### src/rtl/ffba_ram.sv
// Generic simple dual-port RAM: one write port, one read port with a
// registered read. No dependencies.
`default_nettype none

module ffba_ram #(
    parameter int unsigned WIDTH = 65,
    parameter int unsigned DEPTH = 64
) (
    input  wire logic                     i_clk,
    input  wire logic                     i_we,
    input  wire logic [$clog2(DEPTH)-1:0] i_waddr,
    input  wire logic [WIDTH-1:0]         i_wdata,
    input  wire logic                     i_re,
    input  wire logic [$clog2(DEPTH)-1:0] i_raddr,
    output logic      [WIDTH-1:0]         o_rdata
);

    logic [WIDTH-1:0] r_mem [DEPTH];

    always_ff @(posedge i_clk) begin
        if (i_we) begin
            r_mem[i_waddr] <= i_wdata;
        end
        if (i_re) begin
            o_rdata <= r_mem[i_raddr];
        end
    end

endmodule

`default_nettype wire
### config.mk
export PLATFORM = sky130hd
export DESIGN_NAME = ffba_ram
export DESIGN_NICKNAME = d
export VERILOG_FILES = /design/src/rtl/ffba_ram.sv
export SDC_FILE = /design/constraint.sdc
export NUM_CORES = 2
export LEC_CHECK = 0
export ABC_AREA = 1
export ABC_CLOCK_PERIOD_IN_PS = 23300
export BUFFER_PORTS_ARGS = -buffer_cell sky130_fd_sc_hd__buf_4
export CAP_MARGIN = 25
export CORE_ASPECT_RATIO = 0.5
export CORE_MARGIN = 4
export CORE_UTILIZATION = 40
export CTS_BUF_LIST = sky130_fd_sc_hd__clkbuf_8
export DETAILED_ROUTE_END_ITERATION = 7
export PLACE_DENSITY = 0.52
export RECOVER_POWER = 25
export SYNTH_ARGS = -nofsm -noshare
export SYNTH_HDL_FRONTEND = slang
export SYNTH_MEMORY_MAX_BITS = 65536
export SYNTH_SLANG_ARGS = --single-unit
### constraint.sdc
create_clock -name i_clk -period 23.3 [get_ports i_clk]
set_input_delay 0 -clock i_clk [delete_from_list [all_inputs] [get_ports i_clk]]
set_output_delay 0 -clock i_clk [all_outputs]
set_load 0.01 [all_outputs]
== Word-level counts from Yosys, hierarchy flattened ==
Memory sizes are Yosys's and may differ from the RTL's. A register that Yosys moved wholly into a read port is not among the register bits.
Cells that the tools add are included.
W data, S select, Z words.

* Mux-type cells: 2

{| class="wikitable"
|+ Operators by type and width
! cell !! number
|-
| $mux W1 || 2
|}

* Register bits after elaboration: 0
* RAM bits: 4160
* Bits of input ports: 80
* Output and inout port bits: 65
* Memories kept: 1

{| class="wikitable"
|+ Memories
! name !! depth !! bits a word !! rd ports !! clocked after Yosys merged registers in !! wr ports !! RTL line !! text
|-
| r_mem || 64 || 65 || 1 || 1 || 1 || 18 || <nowiki>logic [WIDTH-1:0] r_mem [DEPTH];</nowiki>
|}

== Depth between registers and ports, before layout ==
* Word-level depth: 2
* Gate-level depth with buffers: 12
* Mapped depth without buffers: 9

== Least setup slack after synthesis ==
Ideal clock, no wire load.

* Path kind: in2reg
* Start: input port i_we
* End: memory r_mem[48][0], enable pin
* Arrival: 6.730 ns
* Required time: 22.650 ns
* Path slack: 15.920 ns
* Cell stages on the path: 3
* Buffers on the path: 1
* Cell sequence: clkbuf_1 > nand4_1 > nor4_1

* Word-level cells in the longest chain between the ends: 2

{| class="wikitable"
|+ RTL lines
! element !! RTL line !! text
|-
| from (decl) || 10 || <nowiki>input wire logic i_we,</nowiki>
|-
| $mux W1 || 21 || <nowiki>if (i_we) begin</nowiki>
|-
| $mux W1 (implied by the code) || 22 || <nowiki>r_mem[i_waddr] <= i_wdata;</nowiki>
|-
| to (decl) || 18 ||
|}

Every way passes these cells.

==> impl.org <==
** Logic synthesis
- Number of flops mapped to enable cells by yosys :: 4225
- Synthesized-area fraction occupied by and/or/nand/nor cells :: 0.219
- Post-synthesis cell count :: 13.6k
- Library cell with the largest summed area after synthesis :: sky130_fd_sc_hd__edfxtp_1
- Per-instance average area after synthesis :: 12.3 um^2
- Of the total synthesized cell area, the portion taken by full adders, half adders and majority gates is 0.
- Ranked by instance count, the synthesized netlist is headed by 4485 x sky130_fd_sc_hd__nand2_1, 4225 x sky130_fd_sc_hd__edfxtp_1, 3907 x sky130_fd_sc_hd__nand3_1.
- Counting flops and latches in the post-synthesis netlist gives 4225.
- The netlist uses 13 different library cells.
- For this run, the register share of the synthesized area comes to 0.756.
- Of the post-synthesis cell area, the dominant cell type holds 0.756.
- Dominant synthesized flop cell :: sky130_fd_sc_hd__edfxtp_1
- Most frequent cell after synthesis :: sky130_fd_sc_hd__nand2_1
- Synthesis Warnings :: 0
- The share of the synthesized area in compound gates (AO/OA/AOI/OAI) came to 0.
- The number of nets in the synthesized netlist is 13.7k.
- Dominant combinational cell family by area after synthesis :: simple AND/OR/NAND/NOR gates
- Share of the synthesized netlist area taken by xor and xnor gates :: 0
- The mapped netlist covers 168000 um^2.
- Of all flip-flops after synthesis, the portion carrying an async set or reset was 0.
- Most area-consuming cells after synthesis :: sky130_fd_sc_hd__edfxtp_1 76%, sky130_fd_sc_hd__nand3_1 12%, sky130_fd_sc_hd__nand2_1 10%
- After synthesis, the share of cell area in mux cells is 0.

** Worst setup path
- R2R depth :: 10
- Top fanout value on the critical path :: 109
- Worst setup path category :: in2reg
- Critical register-to-register path startpoint :: r_mem[47][4]
- Data arrives at the worst endpoint at 5.92 ns.
- STA puts the critical path data required time at 24.28 ns.
- STA classifies the critical path startpoint as a primary input.
- In this run the register-to-register setup slack is 20.81 ns.
- The endpoint identified for the worst register-to-register timing path is o_rdata[4].
- Critical Path Sink Type :: flip-flop

** Clock tree
- Post-CTS repair changed the size of 0 cells.
- CTS max path bufs :: 4
- The clock net in this run drives a total of 4225 sinks.
- Count of H-tree levels built during CTS :: 6
- CTS clk-pin slew, worst paths :: 0.07 ns
- Clock tree synthesis inserted a total of 630 buffers.
- TritonCTS built the clock tree.
- Clock root buffer :: sky130_fd_sc_hd__clkbuf_8
- Worst skew pair latency :: 1.11 ns

** Floorplanning
- Die Y-Extent :: 466 um
- Total die area :: 431000 um^2
- 145 I/O pins were placed.
- The initialized floorplan defines 167 standard-cell rows.
- Measured along the x axis, the die boundary spans 924 um.
- The initial utilization of the core area, before any placement, comes to 0.403.
- The region available for standard cell placement spans 416000 um^2.

** Pwr
- Lkg Pwr :: 65.6 nW
- VDD sags by at most 0.0000444 V.
- Pwr dens :: 79.9 nW/um^2

** Detailed routing
- Summing over every cut layer, the via total after detailed routing is 113k.
- In the final routed layout, each cell accounts on average for 28.7 um.
- For this block, the routed nets add up to 571 mm of wire.
- First-pass detailed-route iteration total :: 6
- Remaining DRCs :: 0
- The detailed router finished its first iteration with 14.8k violations.
- The detail route stage leaves a number of antenna-violating nets equal to 0.
- Mean number of vias per cell :: 5.69

** Timing
- Of the available clock period, the critical path in the final layout requires 0.212.
- Post-Route Setup TNS :: 0 ns
- In this run the tightest slew margin relative to its limit is -2.09.
- FMAX :: 0.202 GHz
- Post-route setup slack :: 18.35 ns
- The number of slew-limit violations in the final report came to 2628.
- On the final layout, the worst clock skew is 0.103 ns.
- After layout, the minimum clock period comes to 4.95 ns.
- At the pin with the least slew margin, the transition time is 4.64 ns.
- Setup repair after global routing missed its margin :: no
- Setup violations remaining at the end of the flow were counted as 0.
- Final Hold Fails :: 0

** Global route
- Via count of the first global-routing pass :: 105k
- Global routing finished with a remaining overflow of 0.
- Initial antenna violation count :: 41
- Entering global routing, the biggest net connects 200 pins.
- Across every metal layer, demand over resource in global routing totals 0.257.
- Global-route wire length before repair :: 803 mm

** Placement
- Before CTS, the worst setup slack after placement is 18.00 ns.
- In this run the cell area measured after placement is 175000 um^2.
- At the end of routability-driven placement, the weighted congestion stood at 0.774.
- Detailed-placement wirelength estimate :: 282 mm
- Buffers placed on the I/O ports in this run total 144.

** Min path
- Number of cells traversed by the worst hold path :: 4
- Type of the worst min-delay path :: in2reg
- Endpoint, Worst Hold :: o_rdata[41]
- Startpoint of the most critical hold path :: i_raddr[5]

** Layout
- Layout cell share with drive strength beyond 1 :: 0.0823
- The area growth from synthesis to layout is 11.6%.
- Finished Core Util :: 0.450
- Counting the fill cells in the layout gives 38.1k.
- The finished cells cover 187000 um^2.
- After the last flow step, the layout net total stands at 14.0k.

** Run status
- The checks that failed: max-capacitance violations, max-slew violations.
- Run status :: finished with violations

** Run
- Reported max-cap violation count :: 41
-- metrics by stage --
step           cells  hold slack (ns)  power, mW
2_1_floorplan  13600           0.0989       9.12
3_3_place_gp   18700            0.409       9.53
3_5_place_dp   18700            0.414       9.53
4_1_cts        19900          0.00130       15.0
5_1_grt        19900           0.0697       15.5
6_report       19900            0.133       14.9
-- worst max path at each step --
stage          depth (start not counted)            to  slack, ns        from
6_report                              15   o_rdata[36]      18.35  i_raddr[0]
5_1_grt                               15   o_rdata[33]      18.20  i_raddr[0]
4_1_cts                               15   o_rdata[35]      18.56  i_raddr[0]
3_5_place_dp                          14   o_rdata[36]      18.00  i_raddr[0]
3_3_place_gp                          14   o_rdata[36]      18.05  i_raddr[0]
2_1_floorplan                          3  r_mem[48][0]      15.92        i_we
-- where the power goes --
group	total, mW	switching [mW]	leakage, nW	internal [mW]
Clock	5.53	2.91	6.31	2.62
Combinational	0.953	0.716	21.2	0.237
Sequential	8.47	0.0320	38.1	8.44
-- final cells by class --
cell class / count / area, um^2 / share of cell area
well taps: 5577 / 6980 / 0.0373
diodes: 7 / 17.5 / 0.0000936
multi-input cells: 8465 / 37200 / 0.199
flip-flops and latches: 4225 / 127000 / 0.678
clock buffers: 653 / 8990 / 0.0480
inverters: 12 / 85.1 / 0.000455
clock inverters: 417 / 1800 / 0.00959
repair buffers: 562 / 5280 / 0.0282
-- logic make-up after synthesis --
| kind of cell | count (synthesis) |
|---|---|
| DFF | 4225 |
| and+or+nand+nor | 8465 |
| buffers and inverters | 923 |
-- worst max-delay path: stages --
cell,delay (ns)
sky130_fd_sc_hd__dlygate4sd3_1,0.59
sky130_fd_sc_hd__buf_16,0.20
sky130_fd_sc_hd__inv_8,0.55
sky130_fd_sc_hd__buf_4,0.71
sky130_fd_sc_hd__buf_4,0.75
sky130_fd_sc_hd__buf_4,0.83
sky130_fd_sc_hd__buf_4,0.90
sky130_fd_sc_hd__nand2_1,0.13
sky130_fd_sc_hd__nand3_1,0.11
sky130_fd_sc_hd__nand3_1,0.09
sky130_fd_sc_hd__nand3_1,0.14
sky130_fd_sc_hd__nand3_1,0.12
sky130_fd_sc_hd__nand2_1,0.19
sky130_fd_sc_hd__nand2_1,0.09
sky130_fd_sc_hd__nand2_1,0.09
-- registers in the layout, indices dropped and copies added (netlist names) --
signal / count
r_mem: 4160
o_rdata: 65
-- layout by cell type, fill, tap and decap left out, types with 18 or more instances in the layout --
cell type                       synthesis  routed
sky130_fd_sc_hd__buf_12                 0      42
sky130_fd_sc_hd__buf_4                 16     327
sky130_fd_sc_hd__nand2_1             4485    4485
sky130_fd_sc_hd__edfxtp_1            4225    4225
sky130_fd_sc_hd__clkinv_1               0     135
sky130_fd_sc_hd__inv_1                  8     228
sky130_fd_sc_hd__clkbuf_8               0     653
sky130_fd_sc_hd__dlygate4sd3_1          0     121
sky130_fd_sc_hd__buf_16                 0      18
sky130_fd_sc_hd__clkinv_2               0      36
sky130_fd_sc_hd__clkbuf_1             258      44
sky130_fd_sc_hd__nand3_1             3907    3907
sky130_fd_sc_hd__nor2_4                 0      56
-- timing repair --
| item | CTS | global route |
|---|---|---|
| endpoints found under the hold margin | 4738 | 0 |
| setup buffers | 0 | 0 |
| hold buffers | 148 | 0 |
-- routing by layer --
layer | global-route usage | part of all wire | routed length, um | up-vias
li1 | - | - | - | 49200
met5 | 0 | 0.00013 | 72 | -
met3 | 0.0444 | 0.090 | 51400 | 915
met1 | 0.387 | 0.44 | 252000 | 57600
met4 | 0.0697 | 0.029 | 16400 | 10
met2 | 0.386 | 0.44 | 251000 | 5579
Power figures use the tool's default switching activity.
